## src/rtl/core/ssdps_pkg.sv

```systemverilog
// Shared types, constants and helper functions for the seven-segment digit pixel shader.
package ssdps_pkg;

    localparam int CELL_WIDTH    = 10;
    localparam int CELL_HEIGHT   = 20;
    localparam int BAR_THICKNESS = 2;
    localparam int SHADOW_OFFSET = 2;

    localparam int DX_W = 10;
    localparam int DY_W = 8;

    typedef logic signed [DX_W-1:0] dx_t;
    typedef logic signed [DY_W-1:0] dy_t;
    typedef logic [6:0] seg_t;
    typedef logic [7:0] color_t;

    typedef enum logic [1:0] {
        STYLE_DEFAULT  = 2'd0,
        STYLE_CLASSIC  = 2'd1,
        STYLE_MODERN   = 2'd2,
        STYLE_CLASSIC2 = 2'd3
    } style_t;

    typedef enum logic [1:0] {
        HIT_NONE  = 2'd0,
        HIT_LIT   = 2'd1,
        HIT_CLEAR = 2'd2
    } hit_t;

    typedef enum logic [2:0] {
        REG_STYLE  = 3'd0,
        REG_SHADOW = 3'd1,
        REG_RED    = 3'd2,
        REG_GREEN  = 3'd3,
        REG_BLUE   = 3'd4
    } reg_idx_t;

    localparam logic [3:0] DIGIT_MAX = 4'd9;

    function automatic seg_t digit_segments(input logic [3:0] digit);
        seg_t s;
        unique case (digit)
            4'd0:    s = 7'b0111111;
            4'd1:    s = 7'b0000110;
            4'd2:    s = 7'b1011011;
            4'd3:    s = 7'b1001111;
            4'd4:    s = 7'b1100110;
            4'd5:    s = 7'b1101101;
            4'd6:    s = 7'b1111101;
            4'd7:    s = 7'b0000111;
            4'd8:    s = 7'b1111111;
            4'd9:    s = 7'b1101111;
            default: s = 7'b0000000;
        endcase
        return s;
    endfunction

    // floor(c*3/10): x/10 == (x*205)>>11 for x below 1029
    function automatic color_t dim_color(input color_t c);
        logic [9:0]  x;
        logic [17:0] p;
        x = 10'({c, 1'b0}) + 10'(c);
        p = 18'(x) * 18'd205;
        return {1'b0, p[17:11]};
    endfunction

endpackage

```

## src/rtl/core/ssdps_pass.sv

```systemverilog
// Hit evaluation of one drawing pass at a pixel relative to the cell origin.
module ssdps_pass
    import ssdps_pkg::*;
(
    input  seg_t   segs,
    input  style_t style,
    input  dx_t    dx,
    input  dy_t    dy,
    output hit_t   hit
);

    localparam int W  = CELL_WIDTH;
    localparam int H  = CELL_HEIGHT;
    localparam int T  = BAR_THICKNESS;
    localparam int HH = CELL_HEIGHT / 2;

    function automatic logic in_box(input dx_t x, input dy_t y,
                                    input int x0, input int y0, input int bw, input int bh);
        return (int'(x) >= x0) && (int'(x) < x0 + bw) && (int'(y) >= y0) && (int'(y) < y0 + bh);
    endfunction

    function automatic logic at(input dx_t x, input dy_t y, input int x0, input int y0);
        return (int'(x) == x0) && (int'(y) == y0);
    endfunction

    logic sa, sb, sc, sd, se, sf, sg;
    logic lit;
    logic clr;
    logic notch_en;

    assign {sg, sf, se, sd, sc, sb, sa} = segs;

    always_comb begin
        lit = 1'b0;
        clr = 1'b0;
        if (sa && in_box(dx, dy, 1, 0, W - 2, T)) lit = 1'b1;
        if (sb && in_box(dx, dy, W - T, 1, T, HH - 1)) lit = 1'b1;
        if (sc && in_box(dx, dy, W - T, HH, T, HH - 1)) lit = 1'b1;
        if (sd && in_box(dx, dy, 1, H - T, W - 2, T)) lit = 1'b1;
        if (se && in_box(dx, dy, 0, HH, T, HH - 1)) lit = 1'b1;
        if (sf && in_box(dx, dy, 0, 1, T, HH - 1)) lit = 1'b1;
        if (sg && in_box(dx, dy, 1, HH - 1, W - 2, T)) lit = 1'b1;

        notch_en = (style == STYLE_CLASSIC) || ((style == STYLE_CLASSIC2) && !(sa && sd));

        if (style != STYLE_MODERN) begin
            if ((sf != sa) && at(dx, dy, 0, 0)) lit = 1'b1;
            if ((sa != sb) && at(dx, dy, W - 1, 0)) lit = 1'b1;
            if ((sd != se) && at(dx, dy, 0, H - 1)) lit = 1'b1;
            if ((sc != sd) && at(dx, dy, W - 1, H - 1)) lit = 1'b1;

            if (style == STYLE_CLASSIC2) begin
                if (sf && sg && at(dx, dy, T - 1, HH - 1)) clr = 1'b1;
                if (sb && sg && at(dx, dy, W - T, HH - 1)) clr = 1'b1;
            end else begin
                if (sf && sg && at(dx, dy, 0, HH - 1)) clr = 1'b1;
                if (sb && sg && at(dx, dy, W - 1, HH - 1)) clr = 1'b1;
            end

            if (notch_en && !sg) begin
                if (sb && sc && (at(dx, dy, W - T, HH - 1) || at(dx, dy, W - T, HH))) clr = 1'b1;
                if (se && sf && (at(dx, dy, T - 1, HH - 1) || at(dx, dy, T - 1, HH))) clr = 1'b1;
            end
        end

        if (clr) begin
            hit = HIT_CLEAR;
        end else if (lit) begin
            hit = HIT_LIT;
        end else begin
            hit = HIT_NONE;
        end
    end

endmodule

```

## src/rtl/core/ssdps_cfg.sv

```systemverilog
// APB register file holding style, shadow enable and digit color.
module ssdps_cfg
    import ssdps_pkg::*;
(
    input  logic        aclk,
    input  logic        aresetn,
    input  logic        psel,
    input  logic        penable,
    input  logic        pwrite,
    input  logic [4:0]  paddr,
    input  logic [31:0] pwdata,
    output logic [31:0] prdata,
    output logic        pready,
    output style_t      style,
    output logic        shadow_enable,
    output color_t      digit_red,
    output color_t      digit_green,
    output color_t      digit_blue
);

    style_t   style_reg;
    logic     shadow_reg;
    color_t   red_reg;
    color_t   green_reg;
    color_t   blue_reg;
    reg_idx_t idx;
    logic     wr_en;

    assign pready = 1'b1;
    assign idx    = reg_idx_t'(paddr[4:2]);
    assign wr_en  = psel && penable && pwrite && pready;

    always_ff @(posedge aclk) begin
        if (!aresetn) begin
            style_reg  <= STYLE_DEFAULT;
            shadow_reg <= 1'b0;
            red_reg    <= 8'd0;
            green_reg  <= 8'd255;
            blue_reg   <= 8'd200;
        end else if (wr_en) begin
            unique case (idx)
                REG_STYLE:  style_reg  <= style_t'(pwdata[1:0]);
                REG_SHADOW: shadow_reg <= pwdata[0];
                REG_RED:    red_reg    <= pwdata[7:0];
                REG_GREEN:  green_reg  <= pwdata[7:0];
                REG_BLUE:   blue_reg   <= pwdata[7:0];
                default: ;
            endcase
        end
    end

    always_comb begin
        unique case (idx)
            REG_STYLE:  prdata = {30'd0, style_reg};
            REG_SHADOW: prdata = {31'd0, shadow_reg};
            REG_RED:    prdata = {24'd0, red_reg};
            REG_GREEN:  prdata = {24'd0, green_reg};
            REG_BLUE:   prdata = {24'd0, blue_reg};
            default:    prdata = 32'd0;
        endcase
    end

    assign style         = style_reg;
    assign shadow_enable = shadow_reg;
    assign digit_red     = red_reg;
    assign digit_green   = green_reg;
    assign digit_blue    = blue_reg;

endmodule

```

## src/rtl/core/seven_segment_digit_pixel_shader_top.sv

```systemverilog
// Top level: input register, shadow and main pass evaluation, result register.
// Each input transaction passes the input register and then the result register.
// Throughput: one pixel per cycle while m_tready is high; the input register also loads when it is empty.
// Reset (aresetn, synchronous, active low) empties both stages and loads register
// defaults: style 0, shadow off, color (0, 255, 200).
module seven_segment_digit_pixel_shader_top
    import ssdps_pkg::*;
(
    input  logic        aclk,
    input  logic        aresetn,
    input  logic        s_tvalid,
    output logic        s_tready,
    input  logic [31:0] s_tdata,   // digit_value, origin_x, origin_y, pixel_x, pixel_y
    output logic        m_tvalid,
    input  logic        m_tready,
    output logic [23:0] m_tdata,   // out_red, out_green, out_blue
    output logic        m_tuser,   // written
    input  logic        psel,
    input  logic        penable,
    input  logic        pwrite,
    input  logic [4:0]  paddr,
    input  logic [31:0] pwdata,
    output logic [31:0] prdata,
    output logic        pready
);

    style_t style;
    logic   shadow_enable;
    color_t digit_red, digit_green, digit_blue;

    ssdps_cfg u_cfg (
        .aclk          (aclk),
        .aresetn       (aresetn),
        .psel          (psel),
        .penable       (penable),
        .pwrite        (pwrite),
        .paddr         (paddr),
        .pwdata        (pwdata),
        .prdata        (prdata),
        .pready        (pready),
        .style         (style),
        .shadow_enable (shadow_enable),
        .digit_red     (digit_red),
        .digit_green   (digit_green),
        .digit_blue    (digit_blue)
    );

    logic       in_valid_reg;
    logic [3:0] digit_reg;
    logic [6:0] ox_reg, px_reg;
    logic [4:0] oy_reg, py_reg;

    logic       out_valid_reg;
    logic       written_reg, written_next;
    color_t     red_reg, red_next;
    color_t     green_reg, green_next;
    color_t     blue_reg, blue_next;

    logic out_load;
    logic in_load;

    assign out_load = !out_valid_reg || m_tready;
    assign s_tready = !in_valid_reg || out_load;
    assign in_load  = s_tvalid && s_tready;

    always_ff @(posedge aclk) begin
        if (!aresetn) begin
            in_valid_reg <= 1'b0;
        end else if (s_tready) begin
            in_valid_reg <= s_tvalid;
        end
    end

    always_ff @(posedge aclk) begin
        if (in_load) begin
            digit_reg <= s_tdata[3:0];
            ox_reg    <= s_tdata[10:4];
            oy_reg    <= s_tdata[15:11];
            px_reg    <= s_tdata[22:16];
            py_reg    <= s_tdata[27:23];
        end
    end

    seg_t segs;
    dx_t  dx_main, dx_shadow;
    dy_t  dy_main, dy_shadow;
    hit_t hit_main, hit_shadow;

    assign segs      = digit_segments(digit_reg);
    assign dx_main   = $signed({3'b000, px_reg}) - $signed({3'b000, ox_reg});
    assign dy_main   = $signed({3'b000, py_reg}) - $signed({3'b000, oy_reg});
    assign dx_shadow = dx_main - DX_W'(SHADOW_OFFSET);
    assign dy_shadow = dy_main - DY_W'(SHADOW_OFFSET);

    ssdps_pass u_pass_shadow (
        .segs  (segs),
        .style (style),
        .dx    (dx_shadow),
        .dy    (dy_shadow),
        .hit   (hit_shadow)
    );

    ssdps_pass u_pass_main (
        .segs  (segs),
        .style (style),
        .dx    (dx_main),
        .dy    (dy_main),
        .hit   (hit_main)
    );

    always_comb begin
        written_next = 1'b0;
        red_next     = 8'd0;
        green_next   = 8'd0;
        blue_next    = 8'd0;
        if (digit_reg <= DIGIT_MAX) begin
            if (shadow_enable) begin
                unique case (hit_shadow)
                    HIT_LIT: begin
                        written_next = 1'b1;
                        red_next     = dim_color(digit_red);
                        green_next   = dim_color(digit_green);
                        blue_next    = dim_color(digit_blue);
                    end
                    HIT_CLEAR: begin
                        written_next = 1'b1;
                    end
                    default: ;
                endcase
            end
            unique case (hit_main)
                HIT_LIT: begin
                    written_next = 1'b1;
                    red_next     = digit_red;
                    green_next   = digit_green;
                    blue_next    = digit_blue;
                end
                HIT_CLEAR: begin
                    written_next = 1'b1;
                    red_next     = 8'd0;
                    green_next   = 8'd0;
                    blue_next    = 8'd0;
                end
                default: ;
            endcase
        end
    end

    always_ff @(posedge aclk) begin
        if (!aresetn) begin
            out_valid_reg <= 1'b0;
        end else if (out_load) begin
            out_valid_reg <= in_valid_reg;
        end
    end

    always_ff @(posedge aclk) begin
        if (out_load && in_valid_reg) begin
            written_reg <= written_next;
            red_reg     <= red_next;
            green_reg   <= green_next;
            blue_reg    <= blue_next;
        end
    end

    assign m_tvalid = out_valid_reg;
    assign m_tdata  = {blue_reg, green_reg, red_reg};
    assign m_tuser  = written_reg;

endmodule
```

## config.mk

```make
export PLATFORM = sky130hd
export DESIGN_NAME = seven_segment_digit_pixel_shader_top
export DESIGN_NICKNAME = d
export VERILOG_FILES = /design/src/rtl/core/ssdps_pkg.sv /design/src/rtl/core/ssdps_pass.sv /design/src/rtl/core/ssdps_cfg.sv /design/src/rtl/core/seven_segment_digit_pixel_shader_top.sv
export SDC_FILE = /design/constraint.sdc
export NUM_CORES = 1
export LEC_CHECK = 0
export ABC_CLOCK_PERIOD_IN_PS = 7200
export BUFFER_PORTS_ARGS = -buffer_cell sky130_fd_sc_hd__clkbuf_2
export CORE_ASPECT_RATIO = 0.6
export CORE_MARGIN = 1.5
export CORE_UTILIZATION = 50
export DETAILED_ROUTE_END_ITERATION = 10
export GPL_ROUTABILITY_DRIVEN = 1
export HOLD_SLACK_MARGIN = 0.06
export PLACE_DENSITY = 0.71
export RECOVER_POWER = 50
export SYNTH_ARGS = -nofsm -noshare
export SYNTH_HDL_FRONTEND = slang
export SYNTH_SLANG_ARGS = --single-unit
```

## constraint.sdc

```tcl
create_clock -name aclk -period 7.2 [get_ports aclk]
set_clock_uncertainty 0.15 [all_clocks]
set_input_delay 0.36 -clock aclk [delete_from_list [all_inputs] [get_ports aclk]]
set_output_delay 0.36 -clock aclk [all_outputs]
set_load 0.05 [all_outputs]
```

======== Yosys cells after proc, flatten, opt, wreduce, memory -nomap -nowiden ========
Memories as Yosys holds them, arrays and structs flattened. A register that Yosys moved wholly into a read port is not among the register bits.
Index checks and enable logic that the tools add are counted.
word-level totals
  memories kept ........................... 1
  bits in read-only memories .............. 112
  input port bits ......................... 76
  word-level logic and storage cells ...... 269
  output and inout bits ................... 60
  register bits after elaboration ......... 82
operators by class
  $lt $le $gt $ge ......................... 33
  $mul .................................... 3
  reductions and logical operators ........ 122
  $add $sub $neg .......................... 7
  mux-type cells .......................... 60
  equality and inequality tests ........... 27
memory list
  name             depth  bits a word  read ports  clocked after Yosys merged registers in  wr ports  RTL line         source
  (no name shown)  16     7            1           1                                        0         ssdps_pkg.sv:42  unique case (digit)
operator list
  cell                     count
  $logic_not A32 Y1        4
  $logic_and A1 B1 Y1      99
  $mul A10 B8 Y18 const B  3
  $pmux W8 S2              3
  $mux W1                  47
  $mux W7                  6
  $pmux W8 S5              1
  $add A9 B8 Y10           3
  $eq A9 B5 Y1 const B     2
  $lt A9 B5 Y1 const B     2
  $eq A8 B5 Y1 const B     2
  $lt A8 B5 Y1 const B     2
  $eq A7 B5 Y1 const B     2
  $ge A7 B5 Y1 const B     2
  $lt A7 B5 Y1 const B     2
  $lt A7 B6 Y1 const B     2
  $eq A6 B5 Y1 const B     2
  $ge A6 B5 Y1 const B     2
  $lt A6 B5 Y1 const B     2
  $lt A6 B6 Y1 const B     2
  $reduce_and A2 Y1        5
  $eq A9 B2 Y1 const B     1
  $ge A9 B1 Y1 const B     1
  $ge A9 B2 Y1 const B     1
  other kinds (35)         54

======== Longest topological paths before layout ========
  depth after elaboration ................. 26
  gate-level depth with buffers ........... 24
  depth with buffers taken out ............ 24

======== Cells and area by module ========
From an unflattened synthesis, not the netlist that was laid out.
second synthesis, totals
  cell total of the unflattened synthesis .. 1185
  area, all modules ....................... 10762.8 um2
modules (own cells, without submodules)
  module                                instances  sequential area each (um2)  area an instance (um2)  cells each
  seven_segment_digit_pixel_shader_top  1          1771.7                      8454.4                  885
  ssdps_cfg                             1          540.5                       1493.9                  172
  ssdps_pass at u_pass_shadow           1          0.0                         409.1                   63
  ssdps_pass at u_pass_main             1          0.0                         405.4                   65

======== Least setup slack after synthesis ========
No wires, ideal clock.
  kind .................................... register -> register
  from .................................... register u_cfg.green_reg[0], in the netlist u_cfg.digit_green[0]
  to ...................................... register green_reg[5] (data pin)
  arrival ................................. 5636 ps
  slack ................................... 1157 ps
  path buffers ............................ 0
  period minus slack after synthesis ...... 6043 ps
  required time ........................... 6793 ps
  library setup time ...................... 257 ps
  cell stages (with the launch flop) ...... 22
  path through ............................ dfxtp_1 ha_1 fa_1 a21o_1 a21oi_1 nor2b_1 o21ai_0 nand2b_1 xnor2_1 ha_1 fa_1 fa_1 fa_1 ha_1 o21ai_0 nor2_1 a41o_1 o41a_1 a21oi_1 o21bai_1 or2_2 a32o_1
between the ends
  cells in the longest elaborated chain, start to end .. 5
ends and longest elaborated chain
  what                    RTL line                                     source
  from (decl)             ssdps_cfg.sv:24                              color_t green_reg;
  from (signal assigned)  ssdps_cfg.sv:45                              REG_GREEN: green_reg <= pwdata[7:0];
  $add A9 B8 Y10          ssdps_pkg.sv:62                              x = 10'({c, 1'b0}) + 10'(c);
  $mul A10 B8 Y18         ssdps_pkg.sv:63                              p = 18'(x) * 18'd205;
  $mux W7                 seven_segment_digit_pixel_shader_top.sv:118  unique case (hit_shadow)
  $mux W7                 seven_segment_digit_pixel_shader_top.sv:117  if (shadow_enable) begin
  $pmux W8 S2             seven_segment_digit_pixel_shader_top.sv:131  unique case (hit_main)
  to (signal assigned)    seven_segment_digit_pixel_shader_top.sv:161  green_reg <= green_next;
  to (decl)               seven_segment_digit_pixel_shader_top.sv:56   color_t green_reg, green_next;
Every way passes these cells.
A chain may end at the register's enable or synchronous reset.

======== Worst setup path in the final report ========
Same ends and word-level chain as after synthesis.

==> flow_metrics.env <==
export IMPL_irDropWorstVdd_mv=0.166
export IMPL_seq_area_um2=2310
export IMPL_setup_tns_final_ns=0
export IMPL_worstPathRequired_ns=7.16
export IMPL_finalNonFillerCells=1457
export IMPL_post_drt_wl_per_cell_um=17.9
export IMPL_place_hpwl_um=21200
export IMPL_critPathMostFrequentCell="fa_1"
export IMPL_final_cell_mix="192 x ha_1, 122 x inv_1, 68 x nand2_1, 56 x fa_1, 53 x edfxtp_1"
export IMPL_routabilityCongestion=0.926
export IMPL_ios=136
export IMPL_grt_antenna_before_repair=0
export IMPL_crit_family="adder cells"
export IMPL_crit_type="flop to flop"
export IMPL_synth_edff_count=53
export IMPL_crit_arrival_ns=6.62
export IMPL_holdPathStages=3
export IMPL_worstPathCellList="ha_1 -> fa_1 -> a21o_1 -> a21oi_1 -> nor2b_1 -> o21ai_0 -> nand2b_1 -> xnor2_1 -> ha_1 -> fa_1 -> fa_1 -> fa_1 -> ha_1 -> nor3_1 -> nor2_1 -> a41o_1 -> o41a_1 -> a21oi_1 -> o21bai_1 -> or2_2 -> a32o_1"
export IMPL_drv_cap=1
export IMPL_status="finished with violations"
export IMPL_worst_slew_pin_slew_ns=1.73
export IMPL_cp_max_fo=8
export IMPL_start_kind="flop"
export IMPL_htree_levels=3
export IMPL_dpl_cell_area_um2=11100
export IMPL_hold_violations=0
export IMPL_cts_resized_gates=0
export IMPL_hold_end="in_valid_reg"
export IMPL_drt_iter0_markers=729
export IMPL_drc=0
export IMPL_powerDensity_nw_per_um2=173
export IMPL_grt_pass1_wl_um=42600
export IMPL_grt_remaining_overflow=0
export IMPL_setup_viol=0
export IMPL_fin_crit_ns=6.66
export IMPL_r2r_cells=21
export IMPL_syn_inst=1082
export IMPL_vias=8213
export IMPL_rsz0062_at_grt="false"
export IMPL_die_area_um2=22000
export IMPL_grt_max_degree=30
export IMPL_drt_pass1_iter_count=5
export IMPL_slowest_delay_ns=0.52
export IMPL_fin_nets=1503
export IMPL_ant_nets=0
export IMPL_rr_startpoint="u_cfg.digit_green[0]"
export IMPL_die_h_um=115
export IMPL_r2r_setup_slack_ns=0.54
export IMPL_initial_core_util_pct=51.8
export IMPL_ys_seq_area_share_pct=22.0
export IMPL_fillCellCount=1809
export IMPL_grt_total_usage_pct=25.0
export IMPL_slew_headroom_pct=-15.4
export IMPL_critPathCaptureType="flop"
export IMPL_hold_class="primary input to flop"
export IMPL_yosysWarnings=0
export IMPL_final_common_cell="ha_1"
export IMPL_area_delta_synth_final_pct=10.2
export IMPL_port_buffers=80
export IMPL_routed_wl_um=26100
export IMPL_crit_reg2reg_capture="green_reg[5]"
export IMPL_yosysUniqueCellTypes=79
export IMPL_grt_pass1_vias=8104
export IMPL_ys_ff_latch=89
export IMPL_synth_cell_area_um2=10500
export IMPL_core_um2=20300
export IMPL_die_w_um=190
export IMPL_cts_tree="built"
export IMPL_clockRootBuffer="clkbuf_16"
export IMPL_multi_input_area_um2=7520
export IMPL_drive_above_1_share_pct=8.53
export IMPL_period_share_pct=92.5
export IMPL_fp_row_count=40
export IMPL_ctsLongestPathBuffers=2
export IMPL_syn_area_per_cell_um2=9.73
export IMPL_min_from="s_tvalid"
export IMPL_cts_buffers=9
export IMPL_clk_pin_slew_ns=0.08
export IMPL_maxSlewViolCount=26
export IMPL_cellLeakagePower_nw=5.41
export IMPL_antenna_cells=0
export IMPL_violations="capacitance limit, slew limit"
export IMPL_finish_utilization_pct=57.1
export IMPL_crit_buf_inv=0
export IMPL_crit_slowest_cell="fa_1"
export IMPL_clock_latency_ns=0.36
export IMPL_fmaxAchievable_mhz=150
export IMPL_avgViaCountPerCell=5.64
export IMPL_clock_sinks=89
export IMPL_final_area_um2=11600
export IMPL_async_flop_share_pct=0
export IMPL_dp_cells=1415
export IMPL_power_w=0.00201
export IMPL_synth_flop_cell="edfxtp_1"
==> logic make-up (layout without fill, tap and decap cells) <==
group	Yosys count	count (layout)	share of synthesized area, %
other	2	25	0.0714
multiplexers	43	43	4.16
AND/OR/NAND/NOR	260	260	12.8
XOR/XNOR	61	61	5.48
flip-flops	89	89	22.0
AO/OA/AOI/OAI	210	210	14.6
adder cells (fa/ha/maj)	248	248	33.5
buffers and inverters	169	248	7.47
==> cell usage after synthesis, types with 4 or more instances <==
cell         n  share of area, %
mux2_2       6              0.64
inv_1      122               4.4
a31oi_1      8              0.48
a2111oi_0    4              0.33
clkbuf_1    11              0.39
o21ai_0     35               1.7
mux2i_1     37               3.5
a21o_1      12              0.86
edfxtp_1    53                15
nand2b_1    17               1.0
a211o_1      4              0.33
nor3_1      17              0.81
fa_1        56                11
buf_6        6              0.64
nand4_1     10              0.59
or2_2        8              0.48
o21a_1       7              0.50
buf_4       28               2.0
o21bai_1    14               1.0
nand2_1     68               2.4
dfxtp_1     36               6.8
a21oi_1     35               1.7
nand3_1     22               1.0
a22o_1      21               1.7
nor2_1      46               1.6
o22ai_1      8              0.48
and2_1       7              0.42
o2111ai_1    5              0.42
xor2_1      21               1.7
o211ai_1    10              0.71
xnor2_1     36               3.0
ha_1       192                23
a211oi_1     6              0.43
o31ai_1      8              0.57
nor2b_1     32               1.9
nor4_1       9              0.53
or4_1        4              0.29
==> worst reg2reg max path: stages, from the launching register on <==
cell	delay, ns
dfxtp_1	0.42
ha_1	0.27
fa_1	0.40
a21o_1	0.19
a21oi_1	0.22
nor2b_1	0.07
o21ai_0	0.15
nand2b_1	0.11
xnor2_1	0.33
ha_1	0.34
fa_1	0.52
fa_1	0.51
fa_1	0.49
ha_1	0.25
nor3_1	0.30
nor2_1	0.12
a41o_1	0.29
o41a_1	0.36
a21oi_1	0.26
o21bai_1	0.12
or2_2	0.28
a32o_1	0.26
==> worst max-delay path by stage <==
| stage | startpoint | end | slack, ns | depth (start not counted) |
|---|---|---|---|---|
| final | u_cfg.digit_green[0] | green_reg[5] | 0.54 | 21 |
| after global routing | u_cfg.digit_green[0] | green_reg[5] | 0.24 | 21 |
| after CTS | u_cfg.digit_green[0] | green_reg[5] | 0.56 | 21 |
| after detailed placement | u_cfg.digit_green[0] | green_reg[5] | 0.61 | 21 |
| after global placement | u_cfg.digit_green[0] | green_reg[5] | 0.79 | 21 |
| after floorplan | u_cfg.digit_green[0] | green_reg[5] | 1.16 | 21 |
==> through the flow <==
stage               hold slack [ns]  setup slack, ns
CTS                          0.0631            0.562
detailed placement            0.355            0.608
global placement              0.351            0.793
floorplan                     0.309             1.16
finish                        0.110            0.544
global route                  0.117            0.240
==> routing by layer <==
| layer | GRT usage [%] | vias up | part of all wire (%) |
|---|---|---|---|
| li1 | - | 4003 | - |
| met1 | 38.6 | 3903 | 53 |
| met2 | 35.9 | 282 | 39 |
| met3 | 5.10 | 25 | 7.4 |
| met4 | 4.46 | 0 | 1.1 |
| met5 | 0 | - | 0 |
==> power breakdown <==
group | leakage (nW) | switching [W] | internal (W) | total, W
Combinational | 4.45 | 0.000557 | 0.000352 | 0.000909
Sequential | 0.795 | 0.0000241 | 0.000563 | 0.000588
Clock | 0.160 | 0.000225 | 0.000284 | 0.000509
==> layout make-up <==
class	instances	share of cell area, %
sequential	89	19.9
clock buffer	11	2.37
multi-input combinational	847	64.8
clock inverter	5	0.399
tap	273	2.95
timing repair buffer	110	5.59
inverter	122	3.95
==> repair_timing <==
action | CTS | global route
hold buffers | 26 | 0
buffers inserted | 0 | 0
endpoints found under the hold margin | 26 | 0
Power figures use the tool's default switching activity.
